==> config.mk <==
export PLATFORM = sky130hd
export DESIGN_NAME = heartbeat_collector_top_flat
export DESIGN_NICKNAME = d
export VERILOG_FILES = /design/src/rtl/hbc_pkg.sv /design/src/rtl/hbc_channels.sv /design/src/rtl/hbc_cfg_regs.sv /design/src/rtl/hbc_core.sv /design/src/rtl/heartbeat_collector_top.sv /design/src/flat_wrapper.sv
export SDC_FILE = /design/constraint.sdc
export NUM_CORES = 1
export LEC_CHECK = 0
export ABC_AREA = 1
export BUFFER_PORTS_ARGS = -buffer_cell sky130_fd_sc_hd__buf_2
export CORE_ASPECT_RATIO = 2
export CORE_MARGIN = 1.5
export CORE_UTILIZATION = 60
export DETAILED_ROUTE_END_ITERATION = 6
export PLACE_DENSITY_LB_ADDON = 0.1
export SLEW_MARGIN = 20
export SYNTH_ARGS = -nofsm -noshare
export SYNTH_HDL_FRONTEND = slang
export SYNTH_HIERARCHICAL = 1
export SYNTH_SLANG_ARGS = --single-unit
export TNS_END_PERCENT = 10
==> constraint.sdc <==
create_clock -name clk -period 13.55 [get_ports clk]
set_input_delay 2.0325 -clock clk [delete_from_list [all_inputs] [get_ports clk]]
set_output_delay 2.0325 -clock clk [all_outputs]
set_load 0.02 [all_outputs]
==> src/rtl/hbc_pkg.sv <==
// ----------------------------------------------------------------------------
// hbc_pkg
// Types, constants and helpers shared by the heartbeat collector files.
// ----------------------------------------------------------------------------
package hbc_pkg;

  localparam int unsigned ACC_W       = 43;
  localparam int unsigned VALUE_W     = 64;
  localparam int unsigned DIV_W       = 16;
  localparam int unsigned SLOT_BITS   = 7;
  localparam int unsigned CFG_IDX_W   = 4;
  localparam int unsigned CFG_DATA_W  = 16;

  localparam logic [7:0]       MARK_LOW        = 8'hA0;
  localparam logic [7:0]       MARK_MID        = 8'hA1;
  localparam logic [7:0]       MARK_HIGH       = 8'hA2;
  localparam logic [DIV_W-1:0] DEFAULT_DIVIDER = DIV_W'(10);

  typedef logic [ACC_W-1:0]   acc_t;
  typedef logic [VALUE_W-1:0] value_t;
  typedef logic [DIV_W-1:0]   div_t;

  typedef enum logic [CFG_IDX_W-1:0] {
    REG_COLLECT_MODE = CFG_IDX_W'(0),
    REG_TICK_DIVIDER = CFG_IDX_W'(1)
  } cfg_reg_t;

  typedef enum logic [1:0] {
    STEP_IDLE = 2'd0,
    STEP_MID  = 2'd1,
    STEP_HIGH = 2'd2
  } chain_step_t;

  typedef struct packed {
    logic       mode;
    logic       full_group;
    logic [7:0] status_byte;
    logic [7:0] high_data;
    logic [7:0] low_data;
  } in_item_t;

  typedef struct packed {
    logic   first_traffic;
    logic   traffic_ack;
    logic   heartbeat_send;
    value_t heartbeat_value;
  } out_item_t;

  typedef struct packed {
    logic collect_mode;
    div_t tick_divider;
  } cfg_t;

  // Place a data byte pair into slot pair k of the remote value.
  function automatic acc_t slot_pair(input int unsigned k, input logic [7:0] hi,
                                     input logic [7:0] lo);
    acc_t lo_w;
    acc_t hi_w;
    lo_w = ACC_W'(lo);
    hi_w = ACC_W'(hi);
    return (lo_w << (SLOT_BITS * (2 * k))) | (hi_w << (SLOT_BITS * (2 * k + 1)));
  endfunction

endpackage

==> src/rtl/hbc_channels.sv <==
// ----------------------------------------------------------------------------
// hbc channels
// Valid/ready channel interfaces for items, results and register writes.
// ----------------------------------------------------------------------------
interface hbc_item_if import hbc_pkg::*; ();
  logic     valid;
  logic     ready;
  in_item_t item;

  modport source (output valid, output item, input ready);
  modport sink   (input valid, input item, output ready);
endinterface

interface hbc_result_if import hbc_pkg::*; ();
  logic      valid;
  logic      ready;
  out_item_t item;

  modport source (output valid, output item, input ready);
  modport sink   (input valid, input item, output ready);
endinterface

interface hbc_cfg_if import hbc_pkg::*; ();
  logic                  valid;
  logic                  ready;
  logic [CFG_IDX_W-1:0]  index;
  logic [CFG_DATA_W-1:0] data;

  modport source (output valid, output index, output data, input ready);
  modport sink   (input valid, input index, input data, output ready);
endinterface

==> src/rtl/hbc_cfg_regs.sv <==
// ----------------------------------------------------------------------------
// hbc_cfg_regs
// Configuration registers: collect mode and tick divider.
// ----------------------------------------------------------------------------
module hbc_cfg_regs import hbc_pkg::*; (
  input  logic      clk,
  input  logic      rst,
  hbc_cfg_if.sink   cfg,
  output cfg_t      settings
);

  logic wr;

  assign cfg.ready = 1'b1;
  assign wr        = cfg.valid && cfg.ready;

  always_ff @(posedge clk) begin
    if (rst) begin
      settings.collect_mode <= 1'b1;
      settings.tick_divider <= DEFAULT_DIVIDER;
    end else if (wr) begin
      unique case (cfg.index)
        REG_COLLECT_MODE: settings.collect_mode <= cfg.data[0];
        REG_TICK_DIVIDER: settings.tick_divider <= cfg.data[DIV_W-1:0];
        default: ;
      endcase
    end
  end

endmodule

==> src/rtl/hbc_core.sv <==
// ----------------------------------------------------------------------------
// hbc_core
// Heartbeat state and the per-item update, one item per fire.
// ----------------------------------------------------------------------------
module hbc_core import hbc_pkg::*; (
  input  logic      clk,
  input  logic      rst,
  input  logic      fire,
  input  in_item_t  item,
  input  cfg_t      settings,
  output out_item_t result
);

  chain_step_t chain_step, chain_step_next;
  acc_t        remote_acc, remote_acc_next;
  value_t      pending, pending_next;
  logic        send_pending, send_pending_next;
  logic        traffic_seen, traffic_seen_next;
  logic        ever_traffic, ever_traffic_next;
  value_t      local_counter, local_counter_next;
  div_t        countdown, countdown_next;

  value_t      counter_inc;
  acc_t        acc_full;

  assign counter_inc = local_counter + VALUE_W'(1);
  assign acc_full    = remote_acc | slot_pair(2, item.high_data, item.low_data);

  always_comb begin
    chain_step_next    = chain_step;
    remote_acc_next    = remote_acc;
    pending_next       = pending;
    send_pending_next  = send_pending;
    traffic_seen_next  = traffic_seen;
    ever_traffic_next  = ever_traffic;
    local_counter_next = local_counter;
    countdown_next     = countdown;
    result             = '0;

    if (!item.mode) begin
      traffic_seen_next    = 1'b1;
      result.first_traffic = !ever_traffic;
      ever_traffic_next    = 1'b1;
      if (item.full_group && settings.collect_mode) begin
        unique case (chain_step)
          STEP_MID: begin
            if (item.status_byte == MARK_MID) begin
              remote_acc_next = remote_acc | slot_pair(1, item.high_data, item.low_data);
              chain_step_next = STEP_HIGH;
            end else begin
              chain_step_next = STEP_IDLE;
            end
          end
          STEP_HIGH: begin
            if (item.status_byte == MARK_HIGH && !send_pending) begin
              remote_acc_next    = acc_full;
              pending_next       = VALUE_W'(acc_full) + local_counter;
              local_counter_next = counter_inc;
              send_pending_next  = 1'b1;
            end
            chain_step_next = STEP_IDLE;
          end
          default: begin
            // idle, and the unused code, restart the chain
            chain_step_next = STEP_IDLE;
            if (item.status_byte == MARK_LOW) begin
              remote_acc_next = slot_pair(0, item.high_data, item.low_data);
              chain_step_next = STEP_MID;
            end
          end
        endcase
      end
    end else begin
      if (traffic_seen) begin
        result.traffic_ack = 1'b1;
        traffic_seen_next  = 1'b0;
      end
      if (settings.collect_mode) begin
        if (send_pending) begin
          result.heartbeat_send  = 1'b1;
          result.heartbeat_value = pending;
          send_pending_next      = 1'b0;
        end
      end else if (countdown <= DIV_W'(1)) begin
        countdown_next = (settings.tick_divider == '0) ? DIV_W'(1) : settings.tick_divider;
        local_counter_next     = counter_inc;
        result.heartbeat_send  = 1'b1;
        result.heartbeat_value = counter_inc;
      end else begin
        countdown_next = countdown - DIV_W'(1);
      end
    end
  end

  always_ff @(posedge clk) begin
    if (rst) begin
      chain_step    <= STEP_IDLE;
      remote_acc    <= '0;
      pending       <= '0;
      send_pending  <= 1'b0;
      traffic_seen  <= 1'b0;
      ever_traffic  <= 1'b0;
      local_counter <= '0;
      countdown     <= DEFAULT_DIVIDER;
    end else if (fire) begin
      chain_step    <= chain_step_next;
      remote_acc    <= remote_acc_next;
      pending       <= pending_next;
      send_pending  <= send_pending_next;
      traffic_seen  <= traffic_seen_next;
      ever_traffic  <= ever_traffic_next;
      local_counter <= local_counter_next;
      countdown     <= countdown_next;
    end
  end

  a_first_once: assert property (@(posedge clk) disable iff (rst)
    result.first_traffic |-> !ever_traffic)
    else $error("first traffic pulse after traffic was already seen");

  a_group_marks: assert property (@(posedge clk) disable iff (rst)
    fire && !item.mode |=> ever_traffic && traffic_seen)
    else $error("group did not mark traffic");

  a_send_clears: assert property (@(posedge clk) disable iff (rst)
    fire && item.mode && settings.collect_mode |=> !send_pending)
    else $error("pending heartbeat survived a tick in collect mode");

  a_value_quiet: assert property (@(posedge clk) disable iff (rst)
    !result.heartbeat_send |-> result.heartbeat_value == '0)
    else $error("heartbeat value driven without a send");

  a_counter_step: assert property (@(posedge clk) disable iff (rst)
    fire && !item.mode && !settings.collect_mode |=> $stable(local_counter))
    else $error("local counter moved on a group in local mode");

endmodule

==> src/rtl/heartbeat_collector_top.sv <==
// ----------------------------------------------------------------------------
// heartbeat_collector_top
// Collects a remote heartbeat chain from MIDI groups, or sends a local
// counter on periodic ticks, and reports traffic.
// ----------------------------------------------------------------------------
//
//  channel   role   payload                                          handshake
//  items     sink   mode, full_group, status_byte, high_data,        valid/ready
//                   low_data
//  results   source first_traffic, traffic_ack, heartbeat_send,      valid/ready
//                   heartbeat_value
//  cfg       sink   index (0 collect_mode, 1 tick_divider), data     valid/ready,
//                                                                    always ready
//
//  One item a cycle sustained while results.ready holds; each item gives exactly
//  one result, registered in the input register and then the result register.
//  The rate is set by the state update in the core: two 64-bit adds per item.
//  Reset (rst, synchronous) empties both registers and returns all state,
//  collect_mode to 1 and tick_divider to 10. No clearing pass is needed.
//  A stalled result holds in the result register; the input register still
//  takes one more item, after which items.ready follows results.ready.
//
module heartbeat_collector_top import hbc_pkg::*; (
  input  logic        clk,
  input  logic        rst,
  hbc_item_if.sink    items,
  hbc_result_if.source results,
  hbc_cfg_if.sink     cfg
);

  cfg_t      settings;
  logic      stage_valid;
  in_item_t  stage_item;
  logic      res_valid;
  out_item_t res_item;
  out_item_t core_result;
  logic      advance;
  logic      fire;

  // Register file for collect mode and divider.
  hbc_cfg_regs u_cfg (
    .clk      (clk),
    .rst      (rst),
    .cfg      (cfg),
    .settings (settings)
  );

  // Result register moves whenever it is empty or being taken.
  assign advance     = !res_valid || results.ready;
  assign fire        = stage_valid && advance;
  assign items.ready = !stage_valid || advance;

  // Input register: hold the item until the core consumes it.
  always_ff @(posedge clk) begin
    if (rst) begin
      stage_valid <= 1'b0;
    end else if (items.valid && items.ready) begin
      stage_valid <= 1'b1;
    end else if (advance) begin
      stage_valid <= 1'b0;
    end
  end

  always_ff @(posedge clk) begin
    if (items.valid && items.ready) begin
      stage_item <= items.item;
    end
  end

  // State update and result for the staged item.
  hbc_core u_core (
    .clk      (clk),
    .rst      (rst),
    .fire     (fire),
    .item     (stage_item),
    .settings (settings),
    .result   (core_result)
  );

  // Result register: advance on fire, drop once taken.
  always_ff @(posedge clk) begin
    if (rst) begin
      res_valid <= 1'b0;
    end else if (advance) begin
      res_valid <= stage_valid;
    end
  end

  always_ff @(posedge clk) begin
    if (fire) begin
      res_item <= core_result;
    end
  end

  assign results.valid = res_valid;
  assign results.item  = res_item;

endmodule
==> src/flat_wrapper.sv <==
// flat-port wrapper written by rule: the top's interface ports become plain ports
module heartbeat_collector_top_flat import hbc_pkg::*;
  (clk, rst, items_valid, items_item, items_ready, results_valid, results_item, results_ready, cfg_valid, cfg_index, cfg_data, cfg_ready);
  hbc_item_if items_i ();
  hbc_result_if results_i ();
  hbc_cfg_if cfg_i ();
  input  logic clk;
  input  logic rst;
  input wire logic [$bits(items_i.valid)-1:0] items_valid;
  input wire logic [$bits(items_i.item)-1:0] items_item;
  output wire logic [$bits(items_i.ready)-1:0] items_ready;
  output wire logic [$bits(results_i.valid)-1:0] results_valid;
  output wire logic [$bits(results_i.item)-1:0] results_item;
  input wire logic [$bits(results_i.ready)-1:0] results_ready;
  input wire logic [$bits(cfg_i.valid)-1:0] cfg_valid;
  input wire logic [$bits(cfg_i.index)-1:0] cfg_index;
  input wire logic [$bits(cfg_i.data)-1:0] cfg_data;
  output wire logic [$bits(cfg_i.ready)-1:0] cfg_ready;
  assign items_i.valid = items_valid;
  assign items_i.item = items_item;
  assign items_ready = items_i.ready;
  assign results_valid = results_i.valid;
  assign results_item = results_i.item;
  assign results_i.ready = results_ready;
  assign cfg_i.valid = cfg_valid;
  assign cfg_i.index = cfg_index;
  assign cfg_i.data = cfg_data;
  assign cfg_ready = cfg_i.ready;
  heartbeat_collector_top u_core (.clk(clk), .rst(rst), .items(items_i), .results(results_i), .cfg(cfg_i));
endmodule
==> results.md, run 1 <==
- Slew headroom: 0.254
- Crit path arrival time: 5650 ps
- Critical Path RT: 14070 ps
- Max incr delay on CP: 680 ps
- Endpoints failing setup: 0
- Cell Chain, Critical Path: buf_2 -> inv_1 -> a21oi_4 -> inv_2 -> nor2_4 -> inv_2 -> nor2_4 -> buf_4 -> inv_2 -> buf_4 -> nand2_4 -> buf_4 -> o21ai_0 -> a21oi_1
- Vias in the first global route: ~19000
- Crit-path slowest cell: buf_4
- Crit path buf inv count: 8
- CP delay by family, top: buffers and inverters
- Drc violations: 2
- Ys async rst share: 0
- Layout Nets: about 3000
- Leakage: 9.58 nW
- Clk pwr share: 0.443
- Worst R2R End: u_core/u_core/local_counter[23]$_SDFFE_PP0P_
- Worst r2r path cells: 11
- Gate Count Post-Synth: 2839
- Combinational Power Share: 0.046
- CTS sink cnt: 304
- RSZ-0062 raised after global routing: false
- Min Hold Slack: 459 ps
- Tightest Pin Transition: 1120 ps
- Util after Layout: 0.668
- Die height: 254 microns
- Largest cells by area after synthesis: dfxtp_1 22%, nand2_1 15%, edfxtp_1 15%
- Fraction of final layout cells sized beyond drive strength 1: 0.0970
- Pre-CTS setup slack: 8040 ps
- Post-DRT Antenna Nets: 0
- Mean Syn Cell Area: 6.68 sq um
- DR vias: 19718
- Die ar.: 0.0327 sq mm
- Area grow syn2layout: 9.22%
- CTS tree: done
- Mapped Area: 0.0190 sq mm
- Flops & latches, synth: 304
- Flop pwr share: 0.511
- Post-synth EDFFs: between 90 and 100
- Post-Route Setup TNS: 0 ps
- Initial antenna violation count: 0
- Die W: about 130 microns
- Ys Warns: 6
- Final hold vios: 0
- Core area: slightly above 0.03 sq mm
- Seq/Total Area, Yosys: 0.370
- Levels on crit path: 14
- Synth area leader: dfxtp_1
- Pwr per Cell Area: 90.7 mW/mm^2
- Critical path class: in2reg
- Dominant synthesized flop cell: dfxtp_1
- Max-cap viol count: 0
- Crit. End Element: flop
- Maximum VDD drop: between 100 and 150 uV
- CP Launch Type: input pin
- DP Wirelength: 59500 microns
- Pin count of the biggest net entering global routing: a little under 90
- Switching Share: 0.237
- Critical-path maximum fanout: 72
- H-tree depth: 1
- Minimum clock period: 5130 ps
- Syn_nets: 2940
- Synth cell types: 54
- I/O Buffers: 119
- Worst Hold End: u_core/u_core/remote_acc[18]$_SDFFE_PP0P_
- Initial Util: 0.612
- Via density: a little under 6
- Grt total ovfl: 0
- Worst-path clk slew: approximately 70 ps
- Min-delay src: u_core/u_core/remote_acc[18]$_SDFFE_PP0P_
- Hold Path Stages: 2
- R2R Setup Slk: 9310 ps
- Routed WL per cell: 23.2 microns
- Final GP Congestion: about 1.1
- Area post-placement: between 0.015 and 0.02 sq mm
- Outcome: finished with violations
- Pint: 1.43 mW
- Violated checks: design-rule violations
- CTS max path bufs: 3
- Number of CTS-inserted buffers: 28
- Design Area, Final: around 0.021 sq mm
- Global-route wire length before repair: roughly 120000 microns
- Clk_skew: 13.2 ps
- Final worst setup slack: 8420 ps
- Post-CTS sizing: 0
- Total GRT Usage: 0.489
- Post-CTS Hold Fix Bufs: 0
- 1st-pass router iterations: 7
- Switching pwr: about 0.45 mW
- Initial DRC Count: 2101
- Worst hold path class: reg2reg
- Final slew viol count: 0
- Final WL: 78000 microns
- Yosys top cell area share: 0.223
- Setup Fix Bufs, Post-CTS: 0
- Reg2Reg Launch Point: u_core/u_core/chain_step[0]$_SDFFE_PP0P_
- FMAX: slightly below 200 MHz
- Root buffer cell: clkbuf_16
- I/O Pins: 121
- Clk_lat worst skew: 590 ps
- Period utilisation layout: 0.379
- Num rows: 91
==> layout by cell type, fill, tap and decap left out, types with 7 or more instances in the layout <==
master	netlist	routed
xor2_1	71	71
or2_2	18	18
buf_2	30	119
o211ai_1	7	7
dfxtp_1	211	211
ha_1	49	49
nand4_1	50	50
nor2_2	9	9
o21ai_1	42	44
nand2_1	756	756
clkbuf_16	0	30
nor2_1	317	316
nand3_1	144	144
o22ai_1	29	29
buf_4	6	12
inv_1	494	493
o21a_1	8	8
inv_2	22	23
o21ai_0	132	130
edfxtp_1	93	93
nor2_4	11	12
nor3_2	8	8
a21oi_1	175	174
xnor2_1	13	13
nor3_1	39	39
==> per-layer routing <==
metal  track usage  share of wire  vias to the layer above
met2         0.812           0.47                     1198
met1         0.437           0.29                     8893
met3         0.141          0.084                      538
met5             0              0                        -
met4         0.568           0.15                        0
li1              -              -                     9089
==> cell families (layout without fill, tap and decap cells) <==
| logic type | after synthesis | after routing | synth area share |
|---|---|---|---|
| buffers and inverters | 601 | 700 | 0.126 |
| AOI/OAI and AO/OA | 409 | 409 | 0.114 |
| adders and majority gates | 50 | 50 | 0.0334 |
| other | 1 | 3 | 0.000198 |
| and+or+nand+nor | 1389 | 1389 | 0.316 |
| xor gates and xnor gates | 85 | 85 | 0.0397 |
| DFF | 304 | 304 | 0.370 |
==> worst min-delay path: cells and delay by family, from the launching register on <==
kind | cells | cell delay, ps
buffers and inverters | 1 | 50
flip-flops | 1 | 320
AO/OA/AOI/OAI | 1 | 50
==> cells in the mapped netlist (all sizes together), types with 4 or more instances <==
cell type / n
inv: 516
o22ai: 29
edfxtp: 93
nand4: 51
nand3: 151
nand2: 765
o21bai: 4
nor2: 339
o21ai: 175
nor3: 48
nor4: 8
or2: 20
a21oi: 181
clkbuf: 33
xnor2: 14
buf: 51
o211ai: 7
o21a: 8
ha: 49
xor2: 71
dfxtp: 211
==> registers in the layout (all words and copies together) (netlist names), 2 cells and up <==
signal / cells
u_core/stage_item: 26
u_core/u_core/chain_step: 2
u_core/u_core/pending: 64
u_core/results.item: 67
u_core/u_cfg/settings: 17
u_core/u_core/local_counter: 64
u_core/u_core/countdown: 16
u_core/u_core/remote_acc: 43
==> power groups by stage <==
stage | Combinational, mW | Sequential, mW | Clock (mW)
2_1_floorplan | 0.0423 | 0.987 | 0
3_3_place_gp | 0.0805 | 0.978 | 0
3_5_place_dp | 0.0835 | 0.979 | 0
4_1_cts | 0.0840 | 0.958 | 0.832
5_1_grt | 0.0921 | 0.959 | 0.873
6_report | 0.0864 | 0.958 | 0.832
==> layout make-up <==
type | instances | area, sq um
well taps | 418 | 523
diodes | 2 | 5.00
fillers | 2773 | 10300
clock inverters | 14 | 123
inverters | 517 | 1940
clock buffers | 38 | 842
flip-flops and latches | 304 | 7020
multi-input cells | 1934 | 9560
repair buffers | 131 | 686
==> how the worst max path moves through the flow <==
stage / slack (ps) / endpoint / startpoint
floorplan: 6480 / u_core/u_core/remote_acc[7]$_SDFFE_PP0P_ / results_ready
global placement: 8150 / u_core/u_core/local_counter[12]$_SDFFE_PP0P_ / results_ready
detailed placement: 8040 / u_core/u_core/local_counter[8]$_SDFFE_PP0P_ / results_ready
CTS: 8630 / u_core/u_core/local_counter[23]$_SDFFE_PP0P_ / results_ready
global route: 8210 / u_core/u_core/local_counter[36]$_SDFFE_PP0P_ / results_ready
finish: 8420 / u_core/u_core/local_counter[23]$_SDFFE_PP0P_ / results_ready
==> through the flow <==
| stage | cells | power (mW) |
|---|---|---|
| after CTS | 3355 | 1.87 |
| after floorplan | 2839 | 1.03 |
| after global routing | 3356 | 1.92 |
| after detailed placement | 3303 | 1.06 |
| after global placement | 3303 | 1.06 |
| final | 3358 | 1.88 |
No activity file was read; power rests on OpenSTA's default activity.
==> run 2, diff against run 1 <==
--- a/config.mk
+++ b/config.mk
@@ -9,7 +9,7 @@
 export BUFFER_PORTS_ARGS = -buffer_cell sky130_fd_sc_hd__buf_2
 export CORE_ASPECT_RATIO = 2
 export CORE_MARGIN = 1.5
-export CORE_UTILIZATION = 60
+export CORE_UTILIZATION = 56
 export DETAILED_ROUTE_END_ITERATION = 6
 export PLACE_DENSITY_LB_ADDON = 0.1
 export SLEW_MARGIN = 20
==> constraint.sdc (replaced) <==
create_clock -name clk -period 4.46 [get_ports clk]
set_input_delay 0.669 -clock clk [delete_from_list [all_inputs] [get_ports clk]]
set_output_delay 0.669 -clock clk [all_outputs]
set_load 0.02 [all_outputs]
==> run 2 against run 1 <==
Effect of this change:
- the flow now finishes without violations
- largest cell class unchanged
- critical path depth is 7 lower
- flip-flop and latch count unchanged
- final area is 0.48% higher
- routed wire length is 2.6% higher
- largest power group unchanged
- critical endpoint is now u_core/results.item[26]$_DFFE_PP_
- power increased to 3.1 times the previous value
- sequential share of layout area down 0.16 points
- critical path type is now reg2reg
- final cell count increased by 0.48%
==> results.md, run 2 (synthesized netlist as in run 1, its figures left out) <==
- Vias in the first global route: 19101
- Max reg flops: 67
- Reg2Reg Launch Point: u_core/u_core/local_counter[1]$_SDFFE_PP0P_
- CTS sink cnt: approximately 300
- Outcome: complete, no violations
- Routed wl met2: 39500 microns
- Core area: around 0.034 sq mm
- Crit path arrival time: 3720 ps
- Period utilisation layout: 0.769
- RSZ-0062 raised after global routing: false
- Clk_lat worst skew: around 590 ps
- 1st-pass router iterations: 7
- Minimum clock period: 3430 ps
- Leakage: 9.62 nW
- Most frequent cells in the layout: 756 x nand2_1, 493 x inv_1, 316 x nor2_1
- Metal3 WL: a little under 6000 microns
- Routed WL per cell: 23.7 microns
- Critical path class: reg2reg
- Initial Util: 0.565
- Max-cap viol count: 0
- Worst R2R End: u_core/results.item[26]$_DFFE_PP_
- Via density: just under 6
- Worst hold path class: in2reg
- DP Wirelength: 61800 microns
- R2R Setup Slk: 1030 ps
- Fraction of final layout cells sized beyond drive strength 1: 0.0960
- Antenna Cells: 0
- Critical Path RT: 4750 ps
- H-tree depth: 1
- Initial antenna violation count: 0
- Final GP Congestion: 1.10
- Grt total ovfl: 0
- Clk_skew: between 20 and 25 ps
- Initial DRC Count: 1964
- Post-CTS Hold Fix Bufs: 0
- Total power: slightly below 6 mW
- WL met1: 23500 microns
- Highest routed layer: met4
- Max incr delay on CP: approximately 830 ps
- Total GRT Usage: 0.458
- Final slew viol count: 0
- Num rows: 95
- Die ar.: approximately 0.035 sq mm
- Number of CTS-inserted buffers: 28
- Root buffer cell: clkbuf_16
- Min Hold Slack: 258 ps
- I/O Buffers: 119
- Post-Route Setup TNS: 0 ps
- Final hold vios: 0
- Critical Path End: u_core/results.item[26]$_DFFE_PP_
- Tightest Pin Transition: 1070 ps
- Drc violations: 0
- Cell Chain, Critical Path: ha_1 -> nand3_2 -> nor2_4 -> nand2_2 -> nor3_1 -> xor2_1 -> o22ai_1
- Maximum VDD drop: approximately 370 uV
- Die W: 133 microns
- CTS max path bufs: 3
- CP Launch Type: flop
- Post-CTS sizing: 0
- Final WL: 80100 microns
- Area grow syn2layout: 9.74%
- Pin count of the biggest net entering global routing: 69
- Die height: 263 microns
- Most common cell after layout, fill and taps aside: nand2_1
- Pwr per Cell Area: 282 mW/mm^2
- Post-DRT Antenna Nets: 0
- CTS tree: done
- Crit. End Element: flop
- Worst-path clk slew: approximately 70 ps
- FMAX: around 300 MHz
- Slew headroom: 0.288
- DR vias: between 15000 and 20000
- Crit-path slowest cell: nor3_1
- I/O Pins: 121
- Layout Nets: 3017
- Hold Path Stages: 1
- Critical path launch point: u_core/u_core/local_counter[1]$_SDFFE_PP0P_
- Worst r2r path cells: 7
- Setup Fix Bufs, Post-CTS: 0
- Endpoints failing setup: 0
- Critical-path maximum fanout: 5
- Global-route wire length before repair: 118000 microns
## run 2: cell type report
type | count | area (sq um)
Fill cell | 3196 | 12700
Multi-Input combinational cell | 1934 | 9560
Sequential cell | 304 | 7020
Inverter | 517 | 1940
Clock buffer | 42 | 910
Timing Repair Buffer | 131 | 698
Tap cell | 436 | 546
Clock inverter | 10 | 125
## run 2: power breakdown
part           switching, mW  internal (mW)  total, mW
Clock                   1.15           1.54       2.69
Combinational          0.192         0.0718      0.264
Sequential            0.0212           2.89       2.91
Total                   1.36           4.50       5.86
## run 2: worst min-delay path by stage
stage	start	endpoint	slack, ps
2_1_floorplan	u_core/u_core/pending[1]$_SDFFE_PP0P_	u_core/u_core/pending[1]$_SDFFE_PP0P_	420
3_3_place_gp	u_core/u_core/remote_acc[24]$_SDFFE_PP0P_	u_core/u_core/remote_acc[24]$_SDFFE_PP0P_	440
3_5_place_dp	u_core/u_core/remote_acc[26]$_SDFFE_PP0P_	u_core/u_core/remote_acc[26]$_SDFFE_PP0P_	460
4_1_cts	items_item[12]	u_core/stage_item[12]$_DFFE_PP_	250
5_1_grt	items_item[17]	u_core/stage_item[17]$_DFFE_PP_	250
6_report	items_item[12]	u_core/stage_item[12]$_DFFE_PP_	260
## run 2: metal layers
metal / vias up / global-route usage
met5: - / 0
met4: 0 / 0.507
met3: 482 / 0.105
met2: 1118 / 0.802
met1: 8888 / 0.403
li1: 9092 / -
## run 2: worst max-delay path, delay by kind of cell (launching register included)
family,cells,cell delay (ps)
compound gates,1,140
xor+xnor,1,800
fa+ha+maj,1,280
flops,1,510
simple gates,4,1420
## run 2: through the flow
step / setup WS (ps) / instances / util / instance area (sq um)
after CTS: 1280 / 3374 / 0.621 / 20800
after global placement: 1320 / 3322 / 0.590 / 19800
final: 1030 / 3374 / 0.621 / 20800
after global routing: 817 / 3374 / 0.621 / 20800
after detailed placement: 1300 / 3322 / 0.590 / 19800
after floorplan: 234 / 2839 / - / 19000
